===== src/hdl/bole_pkg.sv =====
// Package for the bounded ordered list engine.
// Holds field widths, command and status codes, and the control structs.
// No dependencies.
package bole_pkg;

	localparam int CMD_W       = 3;
	localparam int VAL_W       = 32;
	localparam int POS_W       = 7;
	localparam int LEN_W       = 7;
	localparam int ST_W        = 2;
	localparam int IN_TDATA_W  = 48;
	localparam int OUT_TDATA_W = 48;

	// Command codes carried in the lowest bits of the input tdata.
	typedef enum logic [CMD_W-1:0] {
		CMD_APPEND  = 3'd0,
		CMD_INSERT  = 3'd1,
		CMD_REMOVE  = 3'd2,
		CMD_REPLACE = 3'd3,
		CMD_READ    = 3'd4,
		CMD_COMPARE = 3'd5,
		CMD_CLEAR   = 3'd6,
		CMD_RSVD    = 3'd7
	} cmd_t;

	typedef enum logic [ST_W-1:0] {
		ST_OK    = 2'd0,
		ST_RANGE = 2'd1,
		ST_FULL  = 2'd2
	} status_t;

	typedef enum logic [1:0] {
		PH_IDLE,
		PH_EXEC,
		PH_OUT
	} phase_t;

	// Operation broadcast to every cell of the row.
	typedef struct packed {
		logic ins;
		logic rem;
		logic wr;
	} cell_op_t;

	// Outcome of one command, handed from the controller to the output stage.
	typedef struct packed {
		logic             fire;
		status_t          status;
		logic [LEN_W-1:0] length;
		logic             is_empty;
		logic             is_full;
		logic             is_rd;
		logic             is_cmp;
	} exec_res_t;

endpackage


===== src/hdl/bole_ctrl.sv =====
// Controller of the list engine: command register, phase sequencer, length,
// capacity register and the decision of each command. Depends on bole_pkg.
module bole_ctrl
	import bole_pkg::*;
#(
	parameter int DEPTH = 64
) (
	input  logic             clk,
	input  logic             arst_n,
	input  logic             in_valid,
	output logic             in_ready,
	input  cmd_t             cmd_in,
	input  logic [VAL_W-1:0] val_in,
	input  logic [POS_W-1:0] pos_in,
	input  logic             cfg_valid,
	output logic             cfg_ready,
	input  logic [LEN_W-1:0] cfg_data,
	input  logic             out_taken,
	output cell_op_t         op,
	output logic [POS_W-1:0] tgt,
	output logic [VAL_W-1:0] val,
	output exec_res_t        res
);

	// Largest capacity that both the row and the register width allow.
	localparam int DCAP = (DEPTH > 127) ? 127 : DEPTH;

	phase_t           phase_q;
	phase_t           phase_nxt;
	cmd_t             cmd_q;
	logic [VAL_W-1:0] val_q;
	logic [POS_W-1:0] pos_q;
	logic [LEN_W-1:0] length_q;
	logic [LEN_W-1:0] len_nxt;
	logic [LEN_W-1:0] max_q;
	logic [LEN_W-1:0] cap;
	logic             full_now;
	logic             rng_rd;
	logic             rng_ins;
	logic             exec;
	status_t          status;
	cell_op_t         op_d;
	logic [POS_W-1:0] tgt_d;
	logic             rd_ok;
	logic             cmp_ok;

	assign cfg_ready = 1'b1;
	assign in_ready  = (phase_q == PH_IDLE);
	assign exec      = (phase_q == PH_EXEC);

	// Phase register.
	always_ff @(posedge clk or negedge arst_n) begin
		if (!arst_n) begin
			phase_q <= PH_IDLE;
		end else begin
			phase_q <= phase_nxt;
		end
	end

	// Next phase: accept, execute, then hold until the result is taken.
	always_comb begin
		phase_nxt = phase_q;
		unique case (phase_q)
			PH_IDLE: if (in_valid) begin
				phase_nxt = PH_EXEC;
			end
			PH_EXEC: phase_nxt = PH_OUT;
			PH_OUT: if (out_taken) begin
				phase_nxt = PH_IDLE;
			end
			default: phase_nxt = PH_IDLE;
		endcase
	end

	// Command register, loaded on each input transfer.
	always_ff @(posedge clk) begin
		if (in_valid && in_ready) begin
			cmd_q <= cmd_in;
			val_q <= val_in;
			pos_q <= pos_in;
		end
	end

	// Capacity register and list length.
	always_ff @(posedge clk or negedge arst_n) begin
		if (!arst_n) begin
			max_q    <= LEN_W'(64);
			length_q <= '0;
		end else begin
			if (cfg_valid && cfg_ready) begin
				max_q <= cfg_data;
			end
			if (exec) begin
				length_q <= len_nxt;
			end
		end
	end

	assign cap      = (max_q > LEN_W'(DCAP)) ? LEN_W'(DCAP) : max_q;
	assign full_now = (length_q >= cap);
	assign rng_rd   = ({1'b0, pos_q} <  {1'b0, length_q});
	assign rng_ins  = ({1'b0, pos_q} <= {1'b0, length_q});

	// Command decision: status, cell operation and new length.
	always_comb begin
		status  = ST_OK;
		op_d    = '0;
		tgt_d   = pos_q;
		len_nxt = length_q;
		rd_ok   = 1'b0;
		cmp_ok  = 1'b0;
		unique case (cmd_q)
			CMD_APPEND: begin
				tgt_d = POS_W'(length_q);
				if (full_now) begin
					status = ST_FULL;
				end else begin
					op_d.wr = 1'b1;
					len_nxt = length_q + 1'b1;
				end
			end
			CMD_INSERT: begin
				if (!rng_ins) begin
					status = ST_RANGE;
				end else if (full_now) begin
					status = ST_FULL;
				end else begin
					op_d.ins = 1'b1;
					len_nxt  = length_q + 1'b1;
				end
			end
			CMD_REMOVE: begin
				if (!rng_rd) begin
					status = ST_RANGE;
				end else begin
					op_d.rem = 1'b1;
					len_nxt  = length_q - 1'b1;
				end
			end
			CMD_REPLACE: begin
				if (!rng_rd) begin
					status = ST_RANGE;
				end else begin
					op_d.wr = 1'b1;
				end
			end
			CMD_READ: begin
				if (!rng_rd) begin
					status = ST_RANGE;
				end else begin
					rd_ok = 1'b1;
				end
			end
			CMD_COMPARE: begin
				if (!rng_rd) begin
					status = ST_RANGE;
				end else begin
					cmp_ok = 1'b1;
				end
			end
			CMD_CLEAR: len_nxt = '0;
			CMD_RSVD: begin
			end
			default: begin
			end
		endcase
	end

	// Cells act only in the execute cycle.
	assign op           = exec ? op_d : '0;
	assign tgt          = tgt_d;
	assign val          = val_q;
	assign res.fire     = exec;
	assign res.status   = status;
	assign res.length   = len_nxt;
	assign res.is_empty = (len_nxt == '0);
	assign res.is_full  = (len_nxt >= cap);
	assign res.is_rd    = rd_ok;
	assign res.is_cmp   = cmp_ok;

endmodule


===== config.mk =====
export PLATFORM = sky130hd
export DESIGN_NAME = bole_ctrl
export DESIGN_NICKNAME = d
export VERILOG_FILES = /design/src/hdl/bole_pkg.sv /design/src/hdl/bole_ctrl.sv
export SDC_FILE = /design/constraint.sdc
export NUM_CORES = 1
export LEC_CHECK = 0
export ABC_AREA = 1
export CORE_ASPECT_RATIO = 1.4
export CORE_MARGIN = 1.5
export CORE_UTILIZATION = 49
export DETAILED_ROUTE_END_ITERATION = 16
export DONT_BUFFER_PORTS = 1
export SYNTH_ARGS = -nofsm -noshare
export SYNTH_HDL_FRONTEND = slang
export SYNTH_SLANG_ARGS = --single-unit

===== constraint.sdc =====
create_clock -name clk -period 8.1 [get_ports clk]
set_input_delay 1.62 -clock clk [delete_from_list [all_inputs] [get_ports clk]]
set_output_delay 1.62 -clock clk [all_outputs]
set_load 0.01 [all_outputs]

After elaboration in Yosys (flattened, before gate mapping)

Cells that the tools add are included.

Register bits after elaboration: 58
Logic and storage cells: 51
Memory bits (read-only): 0
Memories kept: 0
Bits in latches: 0
Memory bits (writable): 0

Reduce and logical (&&, ||, !) cells: 6
$add $sub $neg: 2
Order comparisons: 5
Bitwise gates (word level): 0
Div/mod/pow operators: 0
Muxes and demuxes: 22
Equal/unequal tests: 10
Shifts and indexed selects: 0
Multipliers: 0

Operators by type and width:

| kind                  | number |
|---|---|
| $mux W7               | 5 |
| $pmux W7 S4           | 1 |
| $ge A7 B7 Y1          | 2 |
| $pmux W2 S3           | 2 |
| $eq A3 B3 Y1 const B  | 3 |
| $mux W1               | 8 |
| $mux W2               | 4 |
| $add A7 B1 Y7 const B | 1 |
| $gt A7 B7 Y1 const B  | 1 |
| $le A7 B7 Y1          | 1 |
| $logic_not A7 Y1      | 1 |
| $lt A7 B7 Y1          | 1 |
| $sub A7 B1 Y7 const B | 1 |
| $eq A3 B2 Y1 const B  | 2 |
| $ne A2 B2 Y1 const B  | 2 |
| $reduce_or A4 Y1      | 1 |
| $eq A3 B1 Y1 const B  | 1 |
| $logic_not A3 Y1      | 1 |
| $mux W3               | 1 |
| $eq A2 B1 Y1 const B  | 1 |
| $eq A2 B2 Y1 const B  | 1 |
| $logic_not A2 Y1      | 1 |
| $pmux W1 S2           | 1 |
| $reduce_and A2 Y1     | 1 |
| $logic_and A1 B1 Y1   | 1 |

Depth between registers and ports, before layout

Depth after elaboration: 7
Depth in mapped cells: 26
Gate-level depth less buffers: 26

Worst setup path after synthesis

No wires, ideal clock.

Path kind: input to register
From: input in_valid
To: register cmd_q[0] (enable)
Path slack: 2.901 ns
Arrival time: 4.697 ns
Required time: 7.598 ns
Library setup time: 0.502 ns
Stages: 1
Path buffers: 0
Path through: nor3b_1

Longest elaborated chain between the ends: 1

Ends and longest elaborated chain:

| what                   | RTL line        | text |
|---|---|---|
| start: declaration     | bole_ctrl.sv:10 | `input logic in_valid,` |
| $logic_and A1 B1 Y1    | bole_ctrl.sv:77 | `if (in_valid && in_ready) begin` |
| end signal: assignment | bole_ctrl.sv:78 | `cmd_q <= cmd_in;` |
| end: declaration       | bole_ctrl.sv:30 | `cmd_t cmd_q;` |

Every way passes these cells.
A chain may end at the register's enable or synchronous reset.

==> impl_metrics.env <==
export IMPL_ys_seq_elements=58
export IMPL_crit_fanout=7
export IMPL_placedCellCount=409
export IMPL_fin_crit_ns=5.56
export IMPL_vias=2337
export IMPL_status="finished, final reports clean"
export IMPL_firstDrtPassIters=4
export IMPL_die_h_microns=99.5
export IMPL_final_hold_viol_count=0
export IMPL_via_per_inst=5.50
export IMPL_drive_gt1_frac=0.182
export IMPL_final_period_utilization=0.686
export IMPL_ys_types=43
export IMPL_setup_tns_final_ns=0
export IMPL_report_final_slew_viol_count=0
export IMPL_cts_setup_buffers=0
export IMPL_min_path_type="reg2reg"
export IMPL_wirelength_microns=6920
export IMPL_crit_start="max_q[4]$_DFFE_PN0P_"
export IMPL_syn2layout_area_growth_pct=9.25
export IMPL_io_buffer_count=0
export IMPL_syn_area_sq_um=3260
export IMPL_n_antenna_cell=0
export IMPL_syn_avg_cell_area_sq_um=9.53
export IMPL_fin_skew_ns=0.00695
export IMPL_dp_final_hpwl_microns=5390
export IMPL_async_flop_share=0.276
export IMPL_synth_edf_count=42
export IMPL_ys_flop_type="edfxtp_1"
export IMPL_fmax_ghz=0.180
export IMPL_whs_path_depth=1
export IMPL_cts_resized=0
export IMPL_r2r_cells=15
export IMPL_ant_nets=0
export IMPL_cp_start_kind="register"
export IMPL_maxSlewHeadroom=0.641
export IMPL_ir_drop_mv=0.193
export IMPL_grt_pass1_vias=2349
export IMPL_seq_area_frac_synth=0.510
export IMPL_leakage_nw=1.57
export IMPL_layout_common_cells="86 x nand2_1, 42 x edfxtp_1, 37 x inv_1, 21 x o21ai_0, 21 x ha_1"
export IMPL_io_pins=112
export IMPL_wl_per_cell_microns=16.3
export IMPL_p_per_area_nw_per_um2=382
export IMPL_worstSetupEndpointType="output port"
export IMPL_antenna_found_initial=0
export IMPL_cts_tree="built"
export IMPL_holdBufCountCts=0
export IMPL_h_tree_depth=3
export IMPL_gp_congestion=0.906
export IMPL_rows=35
export IMPL_drc_errors=0
export IMPL_finish_utilization=0.546
export IMPL_cp_data_arrival_time_ns=3.94
export IMPL_worstHoldStart="phase_q[0]$_DFFE_PN0P_"
export IMPL_first_iter_violations=157
export IMPL_netlist_instances=342
export IMPL_clock_sinks=58
export IMPL_grt_pass1_wl_microns=11000
export IMPL_required_ns=6.48
export IMPL_yosysWarningCount=0
export IMPL_cap_violations=0
export IMPL_synthesis_nets=417
export IMPL_die_width_microns=71.9
export IMPL_nets=421
export IMPL_clk_pin_slew_ns=0.07
export IMPL_die_area_sq_um=7160
export IMPL_netlist_area_leader_share=0.387
export IMPL_timing_rr_start="max_q[4]$_DFFE_PN0P_"
export IMPL_cts_buffers=9
export IMPL_clk_latency_ns=0.33
export IMPL_synth_area_leaders="edfxtp_1 39%, dfrtp_1 12%, nand2_1 9.9%, ha_1 8.1%, inv_1 4.3%"
export IMPL_rsz0062_at_grt="no"
export IMPL_core_area_sq_um=6530
export IMPL_start_util=0.500
export IMPL_tightest_slew_ns=0.533
export IMPL_grt_max_degree=43
export IMPL_grt_ovfl_total=0
export IMPL_cts_root_buf="clkbuf_8"
export IMPL_clk_path_buf_depth=2
export IMPL_mostFrequentLayoutCell="nand2_1"
export IMPL_setup_viol=0
export IMPL_synth_top_area_cell="edfxtp_1"
export IMPL_grt_usage=0.206
export IMPL_layoutNonFillerInstCount=425
export IMPL_worst_setup_path_type="reg2out"
-- logic make-up (layout without fill, tap and decap cells) --
| family | count (synthesis) | count (layout) | synth area share |
|---|---|---|---|
| simple gates | 154 | 154 | 0.228 |
| flops | 58 | 58 | 0.510 |
| buf+inv | 58 | 67 | 0.0783 |
| compound gates | 45 | 45 | 0.0871 |
| fa+ha+maj | 21 | 21 | 0.0806 |
| xor+xnor | 3 | 3 | 0.00806 |
| mux | 2 | 2 | 0.00691 |
| other cells | 1 | 1 | 0.00115 |
-- power breakdown --
part           internal (mW)  switching (mW)  leakage [nW]  total [mW]
logic                  0.170           0.385         0.851       0.555
registers              0.401          0.0801         0.596       0.481
clock network          0.207           0.117         0.124       0.324
-- layer usage --
metal / up-vias / GRT usage / routed length (microns)
met2: 109 / 0.337 / 3550
met1: 1061 / 0.230 / 2630
met4: 0 / 0.122 / 238
met5: - / 0 / 0
met3: 18 / 0.0689 / 499
li1: 1149 / - / -
-- critical path, cell delays in order, from the launching register on --
cell	delay, ns
dfrtp_1	0.40
nor4_1	0.29
nand3_1	0.13
nand2_1	0.09
nand2_1	0.08
ha_1	0.30
nand2_1	0.05
inv_1	0.04
nand2_1	0.04
nand2_1	0.05
nand2_1	0.09
nand2_2	0.15
inv_1	0.11
a21oi_1	0.33
o21ai_1	0.09
nand2_1	0.25
ha_1	0.29
a21boi_0	0.12
o21ai_0	0.15
nand2_1	0.08
o21ai_0	0.16
inv_1	0.05
nand2_1	0.06
nand2_1	0.05
nand2_1	0.05
nand2_1	0.09
-- stage by stage --
stage / power (mW) / hold WS, ns / setup WS [ns] / instance area [sq um]
after floorplan: 0.924 / 0.453 / 2.90 / 3260
after global placement: 1.04 / 0.493 / 2.96 / 3310
after detailed placement: 1.04 / 0.495 / 2.90 / 3310
after CTS: 1.37 / 0.505 / 2.52 / 3560
after global routing: 1.47 / 0.535 / 2.10 / 3560
final: 1.36 / 0.503 / 2.54 / 3560
-- state kept, by name (all words and copies together) (netlist names) --
name      count
max_q         7
phase_q       2
pos_q         7
length_q      7
val          32
cmd_q         3
-- path summary, 6_finish.rpt --
| path | slack [ns] | endpoint |
|---|---|---|
| min in group asynchronous | 0.98 | phase_q[0]$_DFFE_PN0P_ |
| max | 2.54 | res[2] |
| min | 0.50 | phase_q[0]$_DFFE_PN0P_ |
| max reg2reg | 5.36 | length_q[2]$_DFFE_PN0P_ |
| max in group asynchronous | 6.95 | max_q[6]$_DFFE_PN1P_ |
| min reg2reg | 0.50 | phase_q[0]$_DFFE_PN0P_ |
-- cells in the mapped netlist, drive strengths merged, types with 3 or more instances --
cell / count
a21oi: 7
buf: 5
clkbuf: 3
dfrtp: 15
edfxtp: 42
ha: 21
inv: 48
nand2: 97
nand3: 18
nand4: 8
nor2: 22
nor3: 4
o211ai: 3
o21ai: 33
xor2: 3
-- area by class of cell --
type                    count  area (sq um)
clock buffers               9           124
clock inverters             7           125
fillers                   606          2960
inverters                  50           203
multi-input cells         226          1350
flip-flops and latches     58          1660
well taps                  74          92.6
repair buffers              1          7.51
Power figures use the tool's default switching activity.
